==> config.mk <==
export PLATFORM = sky130hd
export DESIGN_NAME = block_weighted_color_distance_core
export DESIGN_NICKNAME = d
export VERILOG_FILES = /design/src/hw/rtl/bwcd_pkg.sv /design/src/hw/rtl/bwcd_fifo.sv /design/src/hw/rtl/bwcd_front.sv /design/src/hw/rtl/bwcd_back.sv /design/src/hw/rtl/block_weighted_color_distance_core.sv
export SDC_FILE = /design/constraint.sdc
export NUM_CORES = 2
export LEC_CHECK = 0
export BUFFER_PORTS_ARGS = -buffer_cell sky130_fd_sc_hd__buf_2
export CORE_UTILIZATION = 58
export CTS_CLUSTER_DIAMETER = 200
export DETAILED_ROUTE_END_ITERATION = 7
export MAX_ROUTING_LAYER = met4
export PLACE_DENSITY_LB_ADDON = 0.05
export SETUP_SLACK_MARGIN = 0.5
export SLEW_MARGIN = 0
export SYNTH_ARGS = -nofsm -noshare
export SYNTH_HDL_FRONTEND = slang
export SYNTH_SLANG_ARGS = --single-unit
==> constraint.sdc <==
create_clock -name clk -period 7.2 [get_ports clk]
set_input_delay 1.08 -clock clk [delete_from_list [all_inputs] [get_ports clk]]
set_output_delay 1.08 -clock clk [all_outputs]
set_load 0.01 [all_outputs]
==> src/hw/rtl/bwcd_pkg.sv <==
// shared widths, depths and result word type of the weighted colour distance core
// no dependencies
package bwcd_pkg;

  localparam int CH_W      = 8;
  localparam int SQ_W      = 2 * CH_W;
  localparam int PAIR_W    = 29;
  localparam int SUM_W     = 33;
  localparam int PSUM_W    = 31;
  localparam int MID_DEPTH = 4;
  localparam int OUT_DEPTH = 8;

  localparam logic [PAIR_W-1:0] PAIR_MAX = {PAIR_W{1'b1}};
  localparam logic [SUM_W-1:0]  SUM_MAX  = {SUM_W{1'b1}};

  typedef struct packed {
    logic [PAIR_W-1:0] pair_distance;
    logic              block_done;
    logic [SUM_W-1:0]  block_sum;
  } out_word_t;

endpackage

==> src/hw/rtl/bwcd_fifo.sv <==
// small synchronous first-in first-out queue built from flip-flops
// no dependencies; used for the front-to-back queue and the result queue
module bwcd_fifo #(
  parameter int WIDTH = 8,
  parameter int DEPTH = 4
) (
  input  logic                       clk,
  input  logic                       rst_n,
  input  logic                       push,
  input  logic [WIDTH-1:0]           push_data,
  output logic                       full,
  input  logic                       pop,
  output logic [WIDTH-1:0]           pop_data,
  output logic                       empty,
  output logic [$clog2(DEPTH+1)-1:0] count
);

  localparam int PTR_W = (DEPTH > 1) ? $clog2(DEPTH) : 1;
  localparam int CNT_W = $clog2(DEPTH + 1);
  localparam logic [PTR_W-1:0] LAST_PTR = PTR_W'(DEPTH - 1);
  localparam logic [CNT_W-1:0] FULL_CNT = CNT_W'(DEPTH);

  logic [WIDTH-1:0] mem_r [DEPTH];
  logic [PTR_W-1:0] wr_ptr_r, wr_ptr_nxt;
  logic [PTR_W-1:0] rd_ptr_r, rd_ptr_nxt;
  logic [CNT_W-1:0] count_r, count_nxt;
  logic             do_push, do_pop;

  assign full     = (count_r == FULL_CNT);
  assign empty    = (count_r == '0);
  assign count    = count_r;
  assign pop_data = mem_r[rd_ptr_r];
  assign do_push  = push && !full;
  assign do_pop   = pop && !empty;

  always_comb begin
    wr_ptr_nxt = wr_ptr_r;
    rd_ptr_nxt = rd_ptr_r;
    count_nxt  = count_r;
    if (do_push) begin
      wr_ptr_nxt = (wr_ptr_r == LAST_PTR) ? '0 : wr_ptr_r + 1'b1;
    end
    if (do_pop) begin
      rd_ptr_nxt = (rd_ptr_r == LAST_PTR) ? '0 : rd_ptr_r + 1'b1;
    end
    if (do_push && !do_pop) begin
      count_nxt = count_r + 1'b1;
    end else if (do_pop && !do_push) begin
      count_nxt = count_r - 1'b1;
    end
  end

  always_ff @(posedge clk) begin
    if (!rst_n) begin
      wr_ptr_r <= '0;
      rd_ptr_r <= '0;
      count_r  <= '0;
    end else begin
      wr_ptr_r <= wr_ptr_nxt;
      rd_ptr_r <= rd_ptr_nxt;
      count_r  <= count_nxt;
    end
  end

  always_ff @(posedge clk) begin
    if (do_push) begin
      mem_r[wr_ptr_r] <= push_data;
    end
  end

endmodule

==> src/hw/rtl/bwcd_front.sv <==
// front end: takes pixel pairs, clamps channels, forms differences and weights,
// and marks the pair that closes a block; depends on bwcd_pkg
module bwcd_front import bwcd_pkg::*; #(
  parameter int BLOCK_PIXELS = 16,
  parameter int CHANNEL_BITS = 8
) (
  input  logic                 clk,
  input  logic                 rst_n,
  input  logic                 in_push,
  output logic                 in_full,
  input  logic [CH_W-1:0]      in_first_red,
  input  logic [CH_W-1:0]      in_first_green,
  input  logic [CH_W-1:0]      in_first_blue,
  input  logic [CH_W-1:0]      in_second_red,
  input  logic [CH_W-1:0]      in_second_green,
  input  logic [CH_W-1:0]      in_second_blue,
  output logic                 mid_push,
  output logic [1+2*(CHANNEL_BITS+3)+3*CH_W-1:0] mid_data,
  input  logic                 mid_full
);

  localparam int CH_MAX  = (1 << CHANNEL_BITS) - 1;
  localparam int CLAMP   = (CH_MAX > 255) ? 255 : CH_MAX;
  localparam int WGT_W   = CHANNEL_BITS + 3;
  localparam int CNT_W   = (BLOCK_PIXELS > 1) ? $clog2(BLOCK_PIXELS) : 1;
  localparam logic [CH_W-1:0]  CLAMP_V = CH_W'(CLAMP);
  localparam logic [WGT_W-1:0] FOUR_M  = WGT_W'(4 * CH_MAX);
  localparam logic [WGT_W-1:0] SIX_M   = WGT_W'(6 * CH_MAX);
  localparam logic [CNT_W-1:0] LAST_IX = CNT_W'(BLOCK_PIXELS - 1);

  logic [CNT_W-1:0] cnt_r, cnt_nxt;
  logic [CH_W-1:0]  ra, ga, ba, rb, gb, bb;
  logic [CH_W-1:0]  dr, dg, db;
  logic [CH_W:0]    rsum;
  logic [WGT_W-1:0] wr, wb;
  logic             last;

  function automatic logic [CH_W-1:0] clamp_ch(input logic [CH_W-1:0] v);
    clamp_ch = (v > CLAMP_V) ? CLAMP_V : v;
  endfunction

  function automatic logic [CH_W-1:0] abs_diff(input logic [CH_W-1:0] a,
                                               input logic [CH_W-1:0] b);
    abs_diff = (a > b) ? a - b : b - a;
  endfunction

  assign ra = clamp_ch(in_first_red);
  assign ga = clamp_ch(in_first_green);
  assign ba = clamp_ch(in_first_blue);
  assign rb = clamp_ch(in_second_red);
  assign gb = clamp_ch(in_second_green);
  assign bb = clamp_ch(in_second_blue);

  assign dr   = abs_diff(ra, rb);
  assign dg   = abs_diff(ga, gb);
  assign db   = abs_diff(ba, bb);
  assign rsum = {1'b0, ra} + {1'b0, rb};
  assign wr   = FOUR_M + WGT_W'(rsum);
  assign wb   = SIX_M - WGT_W'(rsum);
  assign last = (cnt_r == LAST_IX);

  assign in_full  = mid_full;
  assign mid_push = in_push && !mid_full;
  assign mid_data = {last, wr, wb, dr, dg, db};

  always_comb begin
    cnt_nxt = cnt_r;
    if (mid_push) begin
      cnt_nxt = last ? '0 : cnt_r + 1'b1;
    end
  end

  always_ff @(posedge clk) begin
    if (!rst_n) begin
      cnt_r <= '0;
    end else begin
      cnt_r <= cnt_nxt;
    end
  end

endmodule

==> src/hw/rtl/bwcd_back.sv <==
// back end: squares, weights, saturates and accumulates each queued pair
// depends on bwcd_pkg; pops the front queue only when the result queue has room
module bwcd_back import bwcd_pkg::*; #(
  parameter int CHANNEL_BITS = 8
) (
  input  logic                 clk,
  input  logic                 rst_n,
  input  logic                 mid_empty,
  input  logic [1+2*(CHANNEL_BITS+3)+3*CH_W-1:0] mid_data,
  output logic                 mid_pop,
  input  logic [$clog2(OUT_DEPTH+1)-1:0] out_count,
  output logic                 res_push,
  output out_word_t            res_data
);

  localparam int CH_MAX = (1 << CHANNEL_BITS) - 1;
  localparam int WGT_W  = CHANNEL_BITS + 3;
  localparam int PROD_W = WGT_W + SQ_W;
  localparam int OCNT_W = $clog2(OUT_DEPTH + 1);
  localparam logic [WGT_W-1:0]  EIGHT_M = WGT_W'(8 * CH_MAX);
  localparam logic [OCNT_W-1:0] ROOM    = OCNT_W'(OUT_DEPTH);

  logic             m_last;
  logic [WGT_W-1:0] m_wr, m_wb;
  logic [CH_W-1:0]  m_dr, m_dg, m_db;

  // stage 1: squares
  logic              s1_v_r;
  logic              s1_last_r;
  logic [WGT_W-1:0]  s1_wr_r, s1_wb_r;
  logic [SQ_W-1:0]   s1_sr_r, s1_sg_r, s1_sb_r;
  // stage 2: weighted terms
  logic              s2_v_r;
  logic              s2_last_r;
  logic [PROD_W-1:0] s2_pr_r, s2_pg_r, s2_pb_r;
  // stage 3: saturated pair value
  logic              s3_v_r;
  logic              s3_last_r;
  logic [PAIR_W-1:0] s3_pair_r;

  logic [PSUM_W-1:0] psum;
  logic [PAIR_W-1:0] pair_sat;
  logic [SUM_W-1:0]  sum_r, sum_nxt;
  logic [SUM_W:0]    acc;
  logic [SUM_W-1:0]  acc_sat;
  logic [OCNT_W-1:0] inflight;

  assign {m_last, m_wr, m_wb, m_dr, m_dg, m_db} = mid_data;

  assign inflight = OCNT_W'(s1_v_r) + OCNT_W'(s2_v_r) + OCNT_W'(s3_v_r);
  assign mid_pop  = !mid_empty && ((out_count + inflight) < ROOM);

  assign psum     = PSUM_W'(s2_pr_r) + PSUM_W'(s2_pg_r) + PSUM_W'(s2_pb_r);
  assign pair_sat = (psum > PSUM_W'(PAIR_MAX)) ? PAIR_MAX : psum[PAIR_W-1:0];

  assign acc     = {1'b0, sum_r} + (SUM_W+1)'(s3_pair_r);
  assign acc_sat = acc[SUM_W] ? SUM_MAX : acc[SUM_W-1:0];

  always_comb begin
    sum_nxt = sum_r;
    if (s3_v_r) begin
      sum_nxt = s3_last_r ? '0 : acc_sat;
    end
  end

  assign res_push               = s3_v_r;
  assign res_data.pair_distance = s3_pair_r;
  assign res_data.block_done    = s3_last_r;
  assign res_data.block_sum     = s3_last_r ? acc_sat : '0;

  always_ff @(posedge clk) begin
    if (!rst_n) begin
      s1_v_r <= 1'b0;
      s2_v_r <= 1'b0;
      s3_v_r <= 1'b0;
      sum_r  <= '0;
    end else begin
      s1_v_r <= mid_pop;
      s2_v_r <= s1_v_r;
      s3_v_r <= s2_v_r;
      sum_r  <= sum_nxt;
    end
  end

  always_ff @(posedge clk) begin
    s1_last_r <= m_last;
    s1_wr_r   <= m_wr;
    s1_wb_r   <= m_wb;
    s1_sr_r   <= SQ_W'(m_dr) * SQ_W'(m_dr);
    s1_sg_r   <= SQ_W'(m_dg) * SQ_W'(m_dg);
    s1_sb_r   <= SQ_W'(m_db) * SQ_W'(m_db);

    s2_last_r <= s1_last_r;
    s2_pr_r   <= PROD_W'(s1_wr_r) * PROD_W'(s1_sr_r);
    s2_pg_r   <= PROD_W'(EIGHT_M) * PROD_W'(s1_sg_r);
    s2_pb_r   <= PROD_W'(s1_wb_r) * PROD_W'(s1_sb_r);

    s3_last_r <= s2_last_r;
    s3_pair_r <= pair_sat;
  end

endmodule

==> src/hw/rtl/block_weighted_color_distance_core.sv <==
// Red-weighted squared colour distance over blocks of pixel pairs.
// Input queue: in_push / in_full, one pixel pair (two RGB colours) per word,
// taken at an edge with in_push high and in_full low.
// Result queue: out_empty / out_pop, one result word per pair, in order:
// out_pair_distance, and on the pair that closes a block of BLOCK_PIXELS
// pairs out_block_done with out_block_sum (zero otherwise).
// A pair taken passes the front queue, the squares, weighted-term and saturated
// pair stages of the back end and the result queue before it shows on the ports.
// Throughput: one pair per cycle while the receiver keeps popping; the multiply pipeline in the back end
// takes one word per cycle and the block sum adds once per cycle.
// The back end pops the front queue only while the result queue has room
// for every word in flight, so when the receiver stops popping the result
// queue fills, then the front queue, then in_full rises; nothing is lost.
// Reset (rst_n low at an edge) empties both queues, clears the pair count
// and the block sum.
// depends on bwcd_pkg, bwcd_fifo, bwcd_front and bwcd_back
module block_weighted_color_distance_core import bwcd_pkg::*; #(
  parameter int BLOCK_PIXELS = 16,
  parameter int CHANNEL_BITS = 8
) (
  input  logic              clk,
  input  logic              rst_n,
  input  logic              in_push,
  output logic              in_full,
  input  logic [CH_W-1:0]   in_first_red,
  input  logic [CH_W-1:0]   in_first_green,
  input  logic [CH_W-1:0]   in_first_blue,
  input  logic [CH_W-1:0]   in_second_red,
  input  logic [CH_W-1:0]   in_second_green,
  input  logic [CH_W-1:0]   in_second_blue,
  output logic              out_empty,
  input  logic              out_pop,
  output logic [PAIR_W-1:0] out_pair_distance,
  output logic              out_block_done,
  output logic [SUM_W-1:0]  out_block_sum
);

  localparam int MID_W = 1 + 2 * (CHANNEL_BITS + 3) + 3 * CH_W;

  logic             mid_push, mid_full, mid_pop, mid_empty;
  logic [MID_W-1:0] mid_wdata, mid_rdata;
  logic             res_push;
  out_word_t        res_data, res_head;
  logic [$clog2(OUT_DEPTH+1)-1:0] out_count;

  bwcd_front #(
    .BLOCK_PIXELS (BLOCK_PIXELS),
    .CHANNEL_BITS (CHANNEL_BITS)
  ) u_front (
    .clk             (clk),
    .rst_n           (rst_n),
    .in_push         (in_push),
    .in_full         (in_full),
    .in_first_red    (in_first_red),
    .in_first_green  (in_first_green),
    .in_first_blue   (in_first_blue),
    .in_second_red   (in_second_red),
    .in_second_green (in_second_green),
    .in_second_blue  (in_second_blue),
    .mid_push        (mid_push),
    .mid_data        (mid_wdata),
    .mid_full        (mid_full)
  );

  bwcd_fifo #(
    .WIDTH (MID_W),
    .DEPTH (MID_DEPTH)
  ) u_mid_q (
    .clk       (clk),
    .rst_n     (rst_n),
    .push      (mid_push),
    .push_data (mid_wdata),
    .full      (mid_full),
    .pop       (mid_pop),
    .pop_data  (mid_rdata),
    .empty     (mid_empty),
    .count     ()
  );

  bwcd_back #(
    .CHANNEL_BITS (CHANNEL_BITS)
  ) u_back (
    .clk       (clk),
    .rst_n     (rst_n),
    .mid_empty (mid_empty),
    .mid_data  (mid_rdata),
    .mid_pop   (mid_pop),
    .out_count (out_count),
    .res_push  (res_push),
    .res_data  (res_data)
  );

  bwcd_fifo #(
    .WIDTH ($bits(out_word_t)),
    .DEPTH (OUT_DEPTH)
  ) u_out_q (
    .clk       (clk),
    .rst_n     (rst_n),
    .push      (res_push),
    .push_data (res_data),
    .full      (),
    .pop       (out_pop),
    .pop_data  (res_head),
    .empty     (out_empty),
    .count     (out_count)
  );

  assign out_pair_distance = res_head.pair_distance;
  assign out_block_done    = res_head.block_done;
  assign out_block_sum     = res_head.block_sum;

endmodule

# --- Word-level counts from Yosys, hierarchy flattened ---
# Memories as Yosys holds them, arrays and structs flattened. A register that Yosys moved wholly into a read port is not among the register bits.
# Cells that the tools add are included.
op_classes:
  n_reduce_logical: 22
  magnitude_cmp: 11
  n_mux: 29
  eq_ne: 7
  addsub: 24
  n_mul: 6
ops:
  columns: ["op", "count"]
  rows:
  - ["33-bit 2-to-1 mux", 3]
  - ["8-bit 2-to-1 mux", 9]
  - ["11-bit by 16-bit multiplier with 27-bit output", 2]
  - ["8-bit > comparator, second input constant", 6]
  - ["8-bit by 8-bit multiplier with 16-bit output", 3]
  - ["8-bit subtractor", 6]
  - ["33-bit by 29-bit adder with 34-bit output", 1]
  - ["31-bit by 27-bit adder with 31-bit output", 1]
  - ["31-bit by 29-bit > comparator with 1-bit output, second input constant", 1]
  - ["27-bit by 27-bit adder with 28-bit output", 1]
  - ["8-bit > comparator", 3]
  - ["8-bit by 16-bit multiplier with 24-bit output, first input constant", 1]
  - ["3-bit 2-to-1 mux", 6]
  - ["4-bit 2-to-1 mux", 3]
  - ["10-bit by 9-bit adder with 11-bit output, first input constant", 1]
  - ["11-bit by 9-bit subtractor with 11-bit output, first input constant", 1]
  - ["1-bit logical AND", 10]
  - ["3-bit by 1-bit adder with 3-bit output, second input constant", 3]
  - ["8-bit by 8-bit adder with 9-bit output", 1]
  - ["3-bit == test, second input constant", 3]
  - ["4-bit by 1-bit adder with 4-bit output, second input constant", 2]
  - ["4-bit == test, second input constant", 2]
  - ["1-bit zero test", 8]
  - ["2-bit 2-to-1 mux", 4]
  - ["other kinds (12)", 18]
word_totals:
  output_inout_bits: 65
  ramBits: 692
  input_bits: 52
  word_cells: 124
  mem_count: 2
  reg_bits: 237
memory_table:
  columns: ["name", "words", "word_bits", "read_ports", "rd_clocked_by_memory_dff", "wr", "line", "text"]
  rows:
  - ["u_out_q.mem_r", 8, 63, 1, 1, 1, "bwcd_fifo.sv:23", "logic [WIDTH-1:0] mem_r [DEPTH];"]
  - ["u_mid_q.mem_r", 4, 47, 1, 1, 1, "bwcd_fifo.sv:23", null]

# --- Depth between registers and ports, before layout ---
depth:
  ltp_word: 9
  depth_mapped: 24
  depth_no_buf: 21

# --- By module ---
# Synthesis repeated with hierarchy kept, for this count alone.
unflattened:
  hier_cells: 4356
  hier_area_um2: 56452.9
by_module_without_submodules:
  columns: ["module", "instances", "cells_per_inst", "area_per_inst_um2", "seq_area_each_um2"]
  rows:
  - ["bwcd_back", 1, 2871, 26641.8, 4244.1]
  - ["bwcd_fifo (u_out_q)", 1, 804, 19595.0, 15394.8]
  - ["bwcd_fifo (u_mid_q)", 1, 296, 7282.0, 5825.6]
  - ["bwcd_front", 1, 385, 2934.1, 80.1]

# --- Worst setup path before layout ---
# No wires, ideal clock.
synth_timing:
  kind: "register -> register"
  startpoint: "reg u_back.s3_v_r, in the netlist u_back.res_push"
  endpoint: "mem u_out_q.mem_r[0][0] (netlist bit) (enable)"
  stages_incl_launch_ff: 4
  period_less_slack_ns: 7.432
  n_path_buf: 1
  arrival_time_ns: 6.793
  setup_slack_ns: -0.232
  path_cell_list: "dfxtp_1 clkbuf_1 nand2_1 nor4_1"
synth_via:
  elab_chain_len: 3
synth_lines:
  columns: ["element", "line", "text"]
  rows:
  - ["start: declaration", "bwcd_back.sv:37", "logic s3_v_r;"]
  - ["start signal: assignment", "bwcd_back.sv:80", "s3_v_r <= s2_v_r;"]
  - ["1-bit logical AND", "bwcd_fifo.sv:33", "assign do_push = push && !full;"]
  - ["1-bit 2-to-1 mux", "bwcd_fifo.sv:66", "if (do_push) begin"]
  - ["1-bit 2-to-1 mux (not written as such)", "bwcd_fifo.sv:67", "mem_r[wr_ptr_r] <= push_data;"]
  - ["end: declaration", "bwcd_fifo.sv:23", null]
# No other way between the ends.

# --- Worst setup path in the final report ---
layout_timing:
  startpoint: "reg u_back.s1_wb_r[2]"
  endpoint: "reg u_back.s2_pb_r[26]"
layout_via:
  elab_chain_len: 1
layout_lines:
  columns: ["element", "line", "text"]
  rows:
  - ["start: declaration", "bwcd_back.sv:30", "logic [WGT_W-1:0] s1_wr_r, s1_wb_r;"]
  - ["start signal: assignment", "bwcd_back.sv:88", "s1_wb_r <= m_wb;"]
  - ["11-bit by 16-bit multiplier with 27-bit output", "bwcd_back.sv:96", "s2_pb_r <= PROD_W'(s1_wb_r) * PROD_W'(s1_sb_r);"]
  - ["end signal: assignment", "bwcd_back.sv:96", null]
  - ["end: declaration", "bwcd_back.sv:35", "logic [PROD_W-1:0] s2_pr_r, s2_pg_r, s2_pb_r;"]
# No other way between the ends.
# A chain may end at the register's enable or synchronous reset.

==> impl_metrics.csv <==
group,metric,value,unit
detailed_routing,dr.max_layer_used,"met4",
detailed_routing,postRouteWirelength,113,mm
detailed_routing,wl_met3,4.30,mm
die,core_region_area,0.0954,mm²
detailed_routing,detailedRoute.firstIterationViolations,2045,
detailed_routing,detail_route.first_pass.iterations,7,
clocking,post_cts_hold_buffer_count,0,
layout,fraction_of_layout_instances_using_a_drive_strength_above_1,12.7,%
detailed_routing,routed-wl-met2,56.1,mm
sta,skew,46.9,ps
detailed_routing,route.detailed.drc,0,
global_routing,grt_usage,24.4,%
worst_setup_path,regToRegSetupSlack,1320,ps
logic_synthesis,yosys_most_used_dff,"sky130_fd_sc_hd__edfxtp_1",
min_path,worst_min_delay_path_endpoint,"u_back.s2_last_r",
sta,layout_worst_path_cycle_share,81.6,%
sta,grt_setup_unrepaired,"false",
worst_setup_path,critPathCaptureType,"register",
layout,num-nets-final,5404,
global_routing,grt_first_pass_wirelength,181,mm
logic_synthesis,synth-edff-count,684,
logic_synthesis,post_synth_num_cell_types,79,
logic_synthesis,netlist_area,0.0561,mm²
layout,areaGrowthSynthToFinish,9.44,%
sta,totalNegativeSetupSlack,0,ps
global_routing,antenna_found_initial,0,
sta,setup_violations,0,
logic_synthesis,synth.yosys.warnings,0,
min_path,worstHoldPathCells,0,
min_path,hold_start,"u_back.s1_last_r",
detailed_routing,detail-route-antenna-nets,0,
worst_setup_path,critPathRequiredTime,7790,ps
worst_setup_path,setup.worst_path.class,"reg2reg",
clocking,cts_resized,0,
clocking,cts.clk_slew.worst_paths,60,ps
sta,slew_headroom,29.0,%
clocking,worstSkewPairLatency,690,ps
clocking,numClockSinks,920,
die,die_width,313,µm
global_routing,globalRoute.totalOverflow,0,
worst_setup_path,critical_path.startpoint_type,"register",
die,std_cell_rows,113,
placement,routabilityCongestion,0.920,
job,maxCapViolCount,0,
worst_setup_path,worst_ep_arrival,6470,ps
placement,placement.io_buffers,116,
clocking,cts-htree-levels,3,
sta,timing.final.max_slew_violations,0,
die,fp.dieArea,0.0980,mm²
logic_synthesis,synthCells,4424,
detailed_routing,route.detailed.vias_per_inst,5.51,
detailed_routing,routed-via-count,32400,
sta,post-route-min-period,5880,ps
logic_synthesis,synth_seq_area_share,45.0,%
detailed_routing,met1Wirelength,49.4,mm
status,run_status,"finished, final reports clean",
worst_setup_path,worst-r2r-cell-count,19,
detailed_routing,route.detailed.wl_per_inst,19.2,µm
worst_setup_path,cp_max_fo,15,
die,initial_core_util,58.8,%
global_routing,first_global_vias,34000,
die,boundaryPins,117,
logic_synthesis,register_bit_total_from_synthesis,920,
sta,slew_worst_pin,1070,ps
placement,hpwl,79.3,mm
logic_synthesis,share_of_synthesized_registers_carrying_an_async_set_or_reset,0,%
clocking,cts_tree,"yes",
sta,achievable-frequency,170,MHz
logic_synthesis,syn_avg_cell_area,12.7,µm²
clocking,cts_post_setup_buffers_inserted,0,
clocking,clockBufferDepth,3,
global_routing,grt_max_degree,82,
min_path,hold_path.class,"reg2reg",
die,die_h,313,µm
sta,fin_worst_hold_slack,336,ps
worst_setup_path,regToRegStartpoint,"u_back.s1_wb_r[2]",
clocking,clock-root-buffer,"sky130_fd_sc_hd__clkbuf_16",
worst_setup_path,r2r_end,"u_back.s2_pb_r[26]",
clocking,cts-buffers-inserted,94,
sta,number_of_endpoints_with_negative_hold_slack_in_the_final_report,0,
==> how the worst max path moves through the flow <==
stage | start | end | slack, ps | cells past startpoint
final | u_back.s1_wb_r[2] | u_back.s2_pb_r[26] | 1320 | 19
after global routing | u_back.s1_wb_r[2] | u_back.s2_pb_r[26] | 870 | 19
after CTS | u_back.s1_wb_r[2] | u_back.s2_pb_r[26] | 1370 | 19
after detailed placement | u_back.s1_wr_r[4] | u_back.s2_pr_r[26] | 1400 | 19
after global placement | u_back.s1_wr_r[4] | u_back.s2_pr_r[26] | 1460 | 19
after floorplan | u_back.res_push | u_out_q.mem_r[1][0] | 1300 | 5
==> per-layer routing <==
layer | vias to the layer above | global-route usage, %
li1 | 15600 | -
met1 | 16100 | 31.4
met2 | 633 | 40.9
met3 | 177 | 2.79
met4 | 0 | 7.00
met5 | - | -
==> cell families (layout without fill, tap and decap cells) <==
| logic type | count (synthesis) | after routing | share of synthesized area, % |
|---|---|---|---|
| compound gates | 555 | 555 | 6.60 |
| xor+xnor | 215 | 215 | 3.36 |
| fa+ha+maj | 812 | 812 | 23.4 |
| buf+inv | 714 | 901 | 4.83 |
| flops | 920 | 920 | 45.0 |
| mux | 265 | 265 | 8.70 |
| other cells | 2 | 14 | 0.0134 |
| simple gates | 941 | 941 | 8.12 |
==> layout by cell type, fill, tap and decap left out, drive strengths merged, types with 16 or more instances in the layout <==
cell type and instances:
nor2b 57, o21bai 32, a21oi 156, nor3 44, clkinv 36, nand3 34
xor2 45, or3 16, inv 584, mux2 72, o21ai 110, xnor2 170
mux4 171, nand2 349, mux2i 22, fa 392, a21o 69, nand2b 24
ha 420, o21a 39, a211oi 23, and2 202, buf 144, dfxtp 236
and3 17, clkbuf 121, edfxtp 684, nor2 161
==> Yosys cell counts (110+ instances only) <==
master,count,area (µm²)
sky130_fd_sc_hd__a21oi_1,155,776
sky130_fd_sc_hd__and2_1,202,1260
sky130_fd_sc_hd__fa_1,392,7850
sky130_fd_sc_hd__mux4_2,171,3850
sky130_fd_sc_hd__xnor2_1,170,1490
sky130_fd_sc_hd__ha_1,420,5260
sky130_fd_sc_hd__clkbuf_1,110,413
sky130_fd_sc_hd__dfxtp_1,236,4720
sky130_fd_sc_hd__inv_1,579,2170
sky130_fd_sc_hd__nand2_1,349,1310
sky130_fd_sc_hd__nor2_1,161,604
sky130_fd_sc_hd__edfxtp_1,684,20500
==> sequential cells by signal, summed over array words and instances, names as in the netlist, 11 cells and up, named ones only <==
register          flops
u_back.s2_pr_r       27
u_back.s1_sb_r       15
u_back.sum_r         33
u_back.s3_pair_r     29
u_back.s2_pg_r       23
u_out_q.mem_r       504
u_back.s1_sr_r       14
u_mid_q.mem_r       180
u_back.s1_wr_r       11
u_back.s2_pb_r       27
u_back.s1_sg_r       15
==> critical path, cell delays in order, from the launching register on <==
cell                       delay, ps
sky130_fd_sc_hd__dfxtp_1         660
sky130_fd_sc_hd__nand2_1         160
sky130_fd_sc_hd__fa_1            580
sky130_fd_sc_hd__fa_1            460
sky130_fd_sc_hd__fa_1            550
sky130_fd_sc_hd__inv_1            50
sky130_fd_sc_hd__fa_1            470
sky130_fd_sc_hd__inv_1            50
sky130_fd_sc_hd__fa_1            470
sky130_fd_sc_hd__inv_1            40
sky130_fd_sc_hd__ha_1            210
sky130_fd_sc_hd__nor4_1          220
sky130_fd_sc_hd__o21ai_0         150
sky130_fd_sc_hd__a21boi_0        470
sky130_fd_sc_hd__o21bai_1        210
sky130_fd_sc_hd__a211oi_1        340
sky130_fd_sc_hd__o21ai_0         200
sky130_fd_sc_hd__a21o_1          200
sky130_fd_sc_hd__a21oi_1         170
sky130_fd_sc_hd__xnor2_1         130
==> per-stage QoR <==
stage / cells / worst slack, ps / cell area, µm² / utilization [%]
2_1_floorplan: 4435 / 1300 / 56200 / -
3_3_place_gp: 5709 / 1460 / 58100 / 60.9
3_5_place_dp: 5709 / 1400 / 58100 / 60.9
4_1_cts: 5887 / 1370 / 61400 / 64.3
5_1_grt: 5887 / 869 / 61400 / 64.3
6_report: 5888 / 1320 / 61400 / 64.3
==> cell type report <==
class	instances	area, µm²
timing repair buffer	144	803
clock buffer	121	2660
fill	7222	34000
multi-input combinational	2801	28200
tap	1265	1580
inverter	579	2170
sequential	920	25300
clock inverter	57	662
antenna	1	2.50
Power is not shown: default switching activity piles up to over one toggle a cycle in this logic, so the estimate is an artifact.
